## src/hdl/swfn_pkg.sv

```systemverilog
// shared types and constants for the sliding window first negative block
// no dependencies
package swfn_pkg;

	localparam int SAMPLE_W = 32;
	localparam int CFG_W    = 7;

	typedef struct packed {
		logic                valid;
		logic                last;
		logic [SAMPLE_W-1:0] sample;
	} step_t;

	typedef struct packed {
		logic                produce;
		logic [SAMPLE_W-1:0] value;
	} result_t;

endpackage

```

## src/hdl/swfn_ram.sv

```systemverilog
// generic single-write, single-read ram with registered read data
// no dependencies
module swfn_ram #(
	parameter int WIDTH = 32,
	parameter int DEPTH = 64
) (
	input  logic                                   clk,
	input  logic                                   we,
	input  logic [((DEPTH > 1) ? $clog2(DEPTH) : 1)-1:0] waddr,
	input  logic [WIDTH-1:0]                       wdata,
	input  logic [((DEPTH > 1) ? $clog2(DEPTH) : 1)-1:0] raddr,
	output logic [WIDTH-1:0]                       rdata
);

	logic [WIDTH-1:0] mem_q [DEPTH];

	always_ff @(posedge clk) begin
		if (we) begin
			mem_q[waddr] <= wdata;
		end
		rdata <= mem_q[raddr];
	end

endmodule

```

## src/hdl/swfn_engine.sv

```systemverilog
// window and negative queue state, one step per cycle while step.valid is high
// depends on swfn_pkg and swfn_ram
module swfn_engine #(
	parameter int WINDOW_MAX = 64
) (
	input  logic                        clk,
	input  logic                        arst_n,
	input  logic                        clear,
	input  logic [swfn_pkg::CFG_W-1:0]  window_size,
	input  swfn_pkg::step_t             step,
	output swfn_pkg::result_t           res
);

	localparam int AW = (WINDOW_MAX > 1) ? $clog2(WINDOW_MAX) : 1;
	localparam int KW = $clog2(WINDOW_MAX + 1);
	localparam int CW = ((KW > swfn_pkg::CFG_W) ? KW : swfn_pkg::CFG_W) + 1;
	localparam int LW = AW + 2;

	logic [AW-1:0] head_q, tail_q, hp_q;
	logic [KW-1:0] qcnt_q, fill_q;

	logic [AW-1:0] head_n, tail_n, hp_n;
	logic [KW-1:0] qcnt_n, fill_n;

	logic [KW-1:0] k_eff;
	logic [CW-1:0] ws_w;
	logic          neg, push, pop, produce, leave_neg;
	logic [KW-1:0] fill_inc, cnt_push;
	logic [LW-1:0] lsum;

	logic [swfn_pkg::SAMPLE_W-1:0] q_rdata, q_front, front;
	logic [AW-1:0]                 q_ra, h_ra;
	logic                          h_rdata, h_front;
	logic                          q_we;

	logic                          qcoll_q, hcoll_q, hbyp_q;
	logic [swfn_pkg::SAMPLE_W-1:0] qbyp_q;

	function automatic logic [AW-1:0] ptr_inc(input logic [AW-1:0] p);
		logic [AW-1:0] r;
		if (p == AW'(WINDOW_MAX - 1)) begin
			r = '0;
		end else begin
			r = p + AW'(1);
		end
		return r;
	endfunction

	always_comb begin
		ws_w = CW'(window_size);
		if (window_size == '0) begin
			k_eff = KW'(1);
		end else if (ws_w > CW'(WINDOW_MAX)) begin
			k_eff = KW'(WINDOW_MAX);
		end else begin
			k_eff = KW'(ws_w);
		end
	end

	assign q_front = qcoll_q ? qbyp_q : q_rdata;
	assign h_front = hcoll_q ? hbyp_q : h_rdata;

	always_comb begin
		neg       = step.sample[swfn_pkg::SAMPLE_W-1];
		push      = neg && (qcnt_q != KW'(WINDOW_MAX));
		cnt_push  = qcnt_q + KW'(push);
		fill_inc  = fill_q + KW'(1);
		produce   = (fill_inc >= k_eff);
		leave_neg = (k_eff == KW'(1)) ? neg : h_front;
		pop       = produce && leave_neg && (cnt_push != '0);

		if (qcnt_q != '0) begin
			front = q_front;
		end else if (neg) begin
			front = step.sample;
		end else begin
			front = '0;
		end

		head_n = head_q;
		tail_n = tail_q;
		hp_n   = hp_q;
		qcnt_n = qcnt_q;
		fill_n = fill_q;
		if (clear || (step.valid && step.last)) begin
			head_n = '0;
			tail_n = '0;
			hp_n   = '0;
			qcnt_n = '0;
			fill_n = '0;
		end else if (step.valid) begin
			tail_n = push ? ptr_inc(tail_q) : tail_q;
			head_n = pop ? ptr_inc(head_q) : head_q;
			qcnt_n = cnt_push - KW'(pop);
			fill_n = produce ? (k_eff - KW'(1)) : fill_inc;
			hp_n   = ptr_inc(hp_q);
		end

		lsum = LW'(hp_n) + LW'(WINDOW_MAX) - (LW'(k_eff) - LW'(1));
		if (lsum >= LW'(WINDOW_MAX)) begin
			lsum = lsum - LW'(WINDOW_MAX);
		end
	end

	assign q_we = step.valid && push;
	assign q_ra = head_n;
	assign h_ra = lsum[AW-1:0];

	assign res.produce = step.valid && produce;
	assign res.value   = front;

	always_ff @(posedge clk or negedge arst_n) begin
		if (!arst_n) begin
			head_q  <= '0;
			tail_q  <= '0;
			hp_q    <= '0;
			qcnt_q  <= '0;
			fill_q  <= '0;
			qcoll_q <= 1'b0;
			hcoll_q <= 1'b0;
		end else begin
			head_q  <= head_n;
			tail_q  <= tail_n;
			hp_q    <= hp_n;
			qcnt_q  <= qcnt_n;
			fill_q  <= fill_n;
			qcoll_q <= q_we && (tail_q == q_ra);
			hcoll_q <= step.valid && (hp_q == h_ra);
		end
	end

	always_ff @(posedge clk) begin
		qbyp_q <= step.sample;
		hbyp_q <= neg;
	end

	swfn_ram #(
		.WIDTH (swfn_pkg::SAMPLE_W),
		.DEPTH (WINDOW_MAX)
	) u_queue_ram (
		.clk   (clk),
		.we    (q_we),
		.waddr (tail_q),
		.wdata (step.sample),
		.raddr (q_ra),
		.rdata (q_rdata)
	);

	swfn_ram #(
		.WIDTH (1),
		.DEPTH (WINDOW_MAX)
	) u_sign_ram (
		.clk   (clk),
		.we    (step.valid),
		.waddr (hp_q),
		.wdata (neg),
		.raddr (h_ra),
		.rdata (h_rdata)
	);

endmodule

```

## src/hdl/sliding_window_first_negative_core.sv

```systemverilog
// top level of the sliding window first negative block
// depends on swfn_pkg and swfn_engine
//
// usage:
// samples enter on the in channel (sample, last_sample) with in_valid/in_ready.
// once window_size samples are present, every sample gives one transfer on
// the out channel: the oldest negative sample of the window, or zero if none.
// earlier samples of a sequence give no transfer.
// the sample flagged last_sample clears the window after its own result.
// window_size is written on the cfg channel (cfg_valid/cfg_ready) only while
// the block is idle; a write clears the window. values 0 and above WINDOW_MAX
// act as 1 and WINDOW_MAX.
// out_valid rises once the sample has passed the input register and then the
// result register. throughput: one sample per cycle while the receiver does not
// stall, set by the window step between the input and the result register.
// if the receiver stalls, the result is held and one more sample may wait
// in the input register before in_ready drops.
// reset: window empty, window_size 1, both channels empty.
module sliding_window_first_negative_core #(
	parameter int WINDOW_MAX = 64
) (
	input  logic                                clk,
	input  logic                                arst_n,
	input  logic                                in_valid,
	output logic                                in_ready,
	input  logic signed [swfn_pkg::SAMPLE_W-1:0] sample,
	input  logic                                last_sample,
	output logic                                out_valid,
	input  logic                                out_ready,
	output logic signed [swfn_pkg::SAMPLE_W-1:0] first_negative,
	input  logic                                cfg_valid,
	output logic                                cfg_ready,
	input  logic [swfn_pkg::CFG_W-1:0]          window_size
);

	logic                          valid_s1, last_s1;
	logic [swfn_pkg::SAMPLE_W-1:0] sample_s1;
	logic                          out_valid_q;
	logic [swfn_pkg::SAMPLE_W-1:0] result_q;
	logic [swfn_pkg::CFG_W-1:0]    window_size_q;
	logic                          adv, cfg_wr;
	swfn_pkg::step_t               step;
	swfn_pkg::result_t             res;

	assign adv       = valid_s1 && (!out_valid_q || out_ready);
	assign in_ready  = !valid_s1 || adv;
	assign cfg_ready = !valid_s1 && !out_valid_q;
	assign cfg_wr    = cfg_valid && cfg_ready;

	assign step.valid  = adv;
	assign step.last   = last_s1;
	assign step.sample = sample_s1;

	always_ff @(posedge clk or negedge arst_n) begin
		if (!arst_n) begin
			valid_s1      <= 1'b0;
			out_valid_q   <= 1'b0;
			window_size_q <= swfn_pkg::CFG_W'(1);
		end else begin
			if (in_valid && in_ready) begin
				valid_s1 <= 1'b1;
			end else if (adv) begin
				valid_s1 <= 1'b0;
			end
			if (adv && res.produce) begin
				out_valid_q <= 1'b1;
			end else if (out_ready) begin
				out_valid_q <= 1'b0;
			end
			if (cfg_wr) begin
				window_size_q <= window_size;
			end
		end
	end

	always_ff @(posedge clk) begin
		if (in_valid && in_ready) begin
			sample_s1 <= sample;
			last_s1   <= last_sample;
		end
		if (adv && res.produce) begin
			result_q <= res.value;
		end
	end

	swfn_engine #(
		.WINDOW_MAX (WINDOW_MAX)
	) u_engine (
		.clk         (clk),
		.arst_n      (arst_n),
		.clear       (cfg_wr),
		.window_size (window_size_q),
		.step        (step),
		.res         (res)
	);

	assign out_valid      = out_valid_q;
	assign first_negative = result_q;

endmodule

```

## config.mk

```make
export PLATFORM = sky130hd
export DESIGN_NAME = sliding_window_first_negative_core
export DESIGN_NICKNAME = d
export VERILOG_FILES = /design/src/hdl/swfn_pkg.sv /design/src/hdl/swfn_ram.sv /design/src/hdl/swfn_engine.sv /design/src/hdl/sliding_window_first_negative_core.sv
export SDC_FILE = /design/constraint.sdc
export NUM_CORES = 2
export LEC_CHECK = 0
export ABC_AREA = 1
export BUFFER_PORTS_ARGS = -buffer_cell sky130_fd_sc_hd__buf_4
export CORE_AREA = 2 2 506 508
export CTS_CLUSTER_SIZE = 28
export DETAILED_ROUTE_END_ITERATION = 10
export DIE_AREA = 0 0 508 510
export GPL_TIMING_DRIVEN = 1
export PLACE_DENSITY = 0.63
export SYNTH_ARGS = -nofsm -noshare
export SYNTH_HDL_FRONTEND = slang
export SYNTH_SLANG_ARGS = --single-unit
```

## constraint.sdc

```tcl
create_clock -name clk -period 6.6 [get_ports clk]
set_input_delay 1.32 -clock clk [delete_from_list [all_inputs] [get_ports clk]]
set_output_delay 1.32 -clock clk [all_outputs]
set_load 0.005 [all_outputs]
```

## After elaboration in Yosys (flattened, before gate mapping)

Memories as Yosys holds them, arrays and structs flattened. A register that Yosys moved wholly into a read port is not among the register bits.
Cells that the tools add are included.
W data, S select, Z words.

- $add $sub $neg: 11
- Multipliers: 0
- Divide/modulo/power cells: 0
- $lt $le $gt $ge: 3
- Eq/ne operators: 7
- Shift-type cells: 0
- Multiplexer cells: 32
- Bitwise operators: 0
- Reductions and logical operators: 26

Operators by type and width:

| cell | number |
|---|---|
| $mux W32 | 3 |
| $mux W6 | 12 |
| $mux W7 | 7 |
| $add A6 B1 Y6 const B | 3 |
| $eq A6 B6 Y1 const B | 3 |
| $reduce_bool A7 Y1 | 2 |
| $logic_and A1 B1 Y1 | 13 |
| $eq A6 B6 Y1 | 2 |
| $mux W1 | 10 |
| $add A6 B7 Y8 const B | 1 |
| $ge A8 B7 Y1 const B | 1 |
| $reduce_bool A2 Y1 | 4 |
| $sub A7 B1 Y8 const B | 1 |
| $sub A8 B8 Y8 | 1 |
| $add A7 B1 Y7 | 1 |
| $add A7 B1 Y7 const B | 1 |
| $eq A7 B1 Y1 const B | 1 |
| $ge A7 B7 Y1 | 1 |
| $gt A7 B7 Y1 const B | 1 |
| $logic_not A7 Y1 | 1 |
| $ne A7 B7 Y1 const B | 1 |
| $sub A7 B1 Y7 | 1 |
| $sub A7 B1 Y7 const B | 1 |
| $sub A6 B1 Y6 const B | 1 |
| other kinds (3) | 6 |

- Register bits: 141
- Latch bits: 0
- RAM bits: 2112
- ROM bits: 0
- Input port bits: 45
- Output and inout port bits: 35
- Memories kept: 2

Memory list:

| name | words | width | rd ports | clocked after memory_dff | write ports | line | source |
|---|---|---|---|---|---|---|---|
| u_engine.u_queue_ram.mem_q | 64 | 32 | 1 | 1 | 1 | swfn_ram.sv:15 | `logic [WIDTH-1:0] mem_q [DEPTH];` |
| u_engine.u_sign_ram.mem_q | 64 | 1 | 1 | 1 | 1 | swfn_ram.sv:15 |  |

## Depth between registers and ports, before layout

- Depth after elaboration: 12
- Mapped depth: 29
- Mapped depth without buffers: 27

## Hierarchy

A second synthesis with hierarchy kept.

- Cell total of the unflattened synthesis: 7797
- Area, all modules: 92525.0 µm²

By module, submodules not included:

| module | times used | cells an instance | area each (µm²) | seq. area each (µm²) |
|---|---|---|---|---|
| swfn_ram (u_engine.u_queue_ram) | 1 | 6769 | 82738.1 | 62139.6 |
| swfn_engine | 1 | 603 | 4396.7 | 1491.4 |
| swfn_ram (u_engine.u_sign_ram) | 1 | 314 | 3045.4 | 1941.9 |
| sliding_window_first_negative_core | 1 | 111 | 2344.7 | 2178.3 |

## Least setup slack after synthesis

OpenSTA, ideal clock, no wires.

- Path kind: reg2reg
- Start point: reg sample_s1[31] (netlist bit)
- End point: mem u_engine.u_queue_ram.mem_q[31][0] (enable)
- Library setup time: 461 ps
- Data arrival time: 4723 ps
- Data required time: 6139 ps
- Path slack: 1416 ps
- Stages on the path, launching flop included: 5
- Period minus slack after synthesis: 5184 ps
- Cell sequence: edfxtp_1 -> o31ai_1 -> nor2_1 -> inv_1 -> nor3_1

- Word-level cells in the longest chain between the ends: 4

RTL lines:

| item | line | source |
|---|---|---|
| start, declared | sliding_window_first_negative_core.sv:37 | `logic [swfn_pkg::SAMPLE_W-1:0] sample_s1;` |
| start signal, assigned | sliding_window_first_negative_core.sv:78 | `sample_s1 <= sample;` |
| $logic_and A1 B1 Y1 | swfn_engine.sv:65 | `push = neg && (qcnt_q != KW'(WINDOW_MAX));` |
| $logic_and A1 B1 Y1 | swfn_engine.sv:105 | `assign q_we = step.valid && push;` |
| $mux W1 | swfn_ram.sv:18 | `if (we) begin` |
| $mux W1 (implied by the code) | swfn_ram.sv:19 | `mem_q[waddr] <= wdata;` |
| end, declared | swfn_ram.sv:15 |  |

No other way between the ends.

## Worst setup path in the final report

- Start point: reg u_engine.qcnt_q[1]
- End point: reg u_engine.u_queue_ram.rdata[20] (read register of u_engine.u_queue_ram.mem_q)

- Word-level cells in the longest chain between the ends: 8

RTL lines:

| item | line | source |
|---|---|---|
| start, declared | swfn_engine.sv:20 | `logic [KW-1:0] qcnt_q, fill_q;` |
| start signal, assigned | swfn_engine.sv:125 | `qcnt_q <= qcnt_n;` |
| $ne A7 B7 Y1 | swfn_engine.sv:65 |  |
| $logic_and A1 B1 Y1 | swfn_engine.sv:65 |  |
| $add A7 B1 Y7 (*) | swfn_engine.sv:66 | `cnt_push = qcnt_q + KW'(push);` |
| $reduce_bool A7 Y1 (*) | swfn_engine.sv:70 | `pop = produce && leave_neg && (cnt_push != '0);` |
| $logic_and A1 B1 Y1 (*) | swfn_engine.sv:70 |  |
| $mux W6 (*) | swfn_engine.sv:93 | `head_n = pop ? ptr_inc(head_q) : head_q;` |
| $mux W6 (*) | swfn_engine.sv:91 | `end else if (step.valid) begin` |
| $mux W6 (*) | swfn_engine.sv:85 | `if (clear \|\| (step.valid && step.last)) begin` |
| end, declared | swfn_ram.sv:12 | `output logic [WIDTH-1:0] rdata` |

Every way passes the cells marked *; elsewhere a longest branch is shown, timed or not.
A chain may end at the register's enable or synchronous reset.

==> flow_summary.toml <==
[pwr]
irDropWorstVdd_uv = 382
fin_total_pwr_mw = 40.2
powerDensity_mw_per_mm2 = 353
p_leak_nw = 45.8

[sta]
finClkSkew_ns = 0.0899
slew_headroom_pct = 23.4
slew_violations = 0
fmax_ghz = 0.174
fin_setup_tns_ns = 0
worst_pin_slew_ns = 1.15
finalCritPeriodShare_pct = 87.3
finalSetupViolations = 0
layout_setup_ws_ns = 0.837
whs_ns = 0.468
finalCriticalPeriod_ns = 5.76
rsz0062_at_grt = "false"
hold_viol = 0

[worst_setup_path]
cp-startpoint = "u_engine.qcnt_q[1]"
setup.worst_path.start_class = "register"
cp.arrival_ns = 6.53
critPathMaxStageDelay_ns = 0.66
critPathKind = "register to register"
endpoint = "u_engine.u_queue_ram.rdata[20]"
required_ns = 7.37
crit-reg2reg-capture = "u_engine.u_queue_ram.rdata[20]"
r2r_slack_ns = 0.84
worst_path_most_repeated_cell = "nand3_1"
rr_startpoint = "u_engine.qcnt_q[1]"
crit_fanout = 101
slowest_stage = "nor4_1"
worst_r2r_path_depth = 24
end_kind = "register"
path_cells = "nor4_1 > inv_1 > o31ai_1 > inv_1 > ha_1 > ha_1 > nand3_2 > xor2_2 > nor2_4 > nand2_4 > nand2_2 > nor2_4 > nand2_4 > nand2_1 > nand2_8 > inv_16 > buf_12 > buf_12 > nand3_1 > nand3_1 > nand3_1 > nand3_1 > nand3_1 > nand2_1"

[logic_synthesis]
synth-edff-count = 2177
yosysWarnings = 0
syn_avg_cell_area_um2 = 10.6
synth-main-ff-cell = "edfxtp_1"
synthArstFlopShare_pct = 1.88
synthTopCellsByCount = "edfxtp_1 (2177), nand2_1 (1984), nand3_1 (1674), inv_1 (1619), nand4_1 (712)"
synth.top_cell.area_share_pct = 64.6
synth_cells = 9500
synthesis.nets = 9572
ys_seq_elements = 2285
synth_top_area_cell = "edfxtp_1"
synth_area_leaders = "edfxtp_1 (65%), nand3_1 (8.3%), nand2_1 (7.4%), inv_1 (6.0%), nand4_1 (4.4%)"
synth_area_mm2 = 0.101
ys_seq_area_share_pct = 67.0
ys_types = 64
synthMostInstantiatedCell = "edfxtp_1"

[routing]
drt_wl_total_um = 305000
avgViaCountPerCell = 5.53
vias = 71939
postRouteAntennaNets = 0
drt-pass1-iter-count = 6
post_drt_wl_per_cell_um = 23.4
drc = 0
first_iter_violations = 9086

[clock_network]
clockRootBuffer = "clkbuf_16"
cts_tree = "yes"
cts-resized-gates = 0
cts_sinks = 2285
cts_setup_buffers = 0
ctsLongestPathBuffers = 3
cts_buffers = 235
h-tree-depth = 4
clkLatencyLatePin_ns = 0.92
clkTransAtPathRegs_ns = 0.06
cts_hold_buf = 0

[placement]
port_buffers = 79
place_ws_ns = 0.933
dpl.cell_count = 12564
hpwl_um = 162000
postPlaceCellArea_mm2 = 0.106
gp_congestion = 0.852

[worst_hold_path]
hold_class = "input pin to asynchronous set/reset pin"

[cells_and_area]
drive_above_1_share_pct = 8.74
layoutNonFillerInstCount = 13015
nFillCells = 22922
fin_util_pct = 44.8
nets = 9507
final_area_mm2 = 0.114
syn2layout_area_growth_pct = 12.4

[grt]
grt_pass1_vias = 68862
grt_max_degree = 195
grt-ovfl-total = 0
grt.total_usage_pct = 23.1
grt_pass1_wl_um = 450000
antenna_found_initial = 14

[floorplanning]
die_area_mm2 = 0.259
core_mm2 = 0.253
num_io_pins = 80
std_cell_rows = 185
die_h_um = 510
fp.dieW_um = 508
initial_core_util_pct = 39.9

[status]
status = "finished clean"

[job]
drv_cap = 0
[power breakdown]
part	internal, mW	total, mW	switching, mW
Combinational	2.65	9.94	7.30
Clock	7.74	13.6	5.82
Sequential	16.4	16.7	0.213
Total	26.8	40.2	13.3
[critical path: cells and delay by family (launching register included)]
family	cells	cell delay, ns
AND/OR/NAND/NOR	15	2.78
buffers and inverters	5	1.20
adder cells (fa/ha/maj)	2	0.49
flip-flops	1	0.45
AO/OA/AOI/OAI	1	0.32
XOR/XNOR	1	0.24
[final cells by class]
class / instances / area (µm²) / area share [%]
Sequential cell: 2285 / 67800 / 59.6
Multi-Input combinational cell: 4955 / 24400 / 21.5
Clock buffer: 306 / 6390 / 5.62
Inverter: 1627 / 6160 / 5.42
Tap cell: 3366 / 4210 / 3.71
Timing Repair Buffer: 331 / 3160 / 2.78
Clock inverter: 141 / 1550 / 1.36
Antenna cell: 4 / 10.0 / 0.00881
[state kept, by name, summed over array words and instances, names as in the netlist, 6 cells and up]
register                    flops
u_engine.u_queue_ram.mem_q   2048
u_engine.u_sign_ram.mem_q      64
first_negative                 32
sample_s1                      32
u_engine.u_queue_ram.rdata     32
u_engine.qbyp_q                31
u_engine.fill_q                 7
u_engine.qcnt_q                 7
window_size_q                   7
u_engine.head_q                 6
u_engine.hp_q                   6
u_engine.tail_q                 6
[kinds of logic (layout without fill, tap and decap cells)]
logic type                 Yosys count  count (layout)  share of synthesized area, %
AOI/OAI and AO/OA                  260             260                          1.66
other                                0               4                             0
DFF                               2285            2285                          67.0
and+or+nand+nor                   4644            4644                          21.4
adders and majority gates           27              27                         0.341
muxes                                2               2                        0.0223
buffers and inverters             2260            2405                          9.39
xor gates and xnor gates            22              22                         0.205
[how the worst min path moves through the flow]
| stage | start | endpoint | slack (ns) | cells past startpoint |
|---|---|---|---|---|
| 2_1_floorplan | u_engine.fill_q[6] | u_engine.fill_q[6] | 0.47 | 2 |
| 3_3_place_gp | u_engine.fill_q[6] | u_engine.fill_q[6] | 0.50 | 2 |
| 3_5_place_dp | u_engine.fill_q[1] | u_engine.fill_q[1] | 0.53 | 2 |
| 4_1_cts | arst_n | u_engine.qcoll_q | 0.43 | 1 |
| 5_1_grt | arst_n | u_engine.qcoll_q | 0.49 | 1 |
| 6_report | arst_n | u_engine.qcoll_q | 0.47 | 1 |
[routing by layer]
layer / wire length [µm] / GRT usage, %
met1: 120000 / 30.9
met2: 145000 / 37.9
met3: 29600 / 4.01
met4: 10800 / 7.98
met5: 26 / 0
[cell usage in the layout, fill, tap and decap left out, drive strengths merged, types with 3 or more instances in the layout]
master / n
dfxtp: 65
clkinv: 106
nand2: 1995
nand3: 1699
inv: 1628
bufinv: 23
o21ai: 133
a21oi: 26
nor2: 209
nand4: 713
clkbuf: 306
a31oi: 3
o211ai: 67
edfxtp: 2177
buf: 331
o22ai: 13
diode: 4
o221ai: 7
clkinvlp: 11
xnor2: 6
nor3: 20
dfrtp: 42
xor2: 16
ha: 26
(Power assumes the default switching activity.)
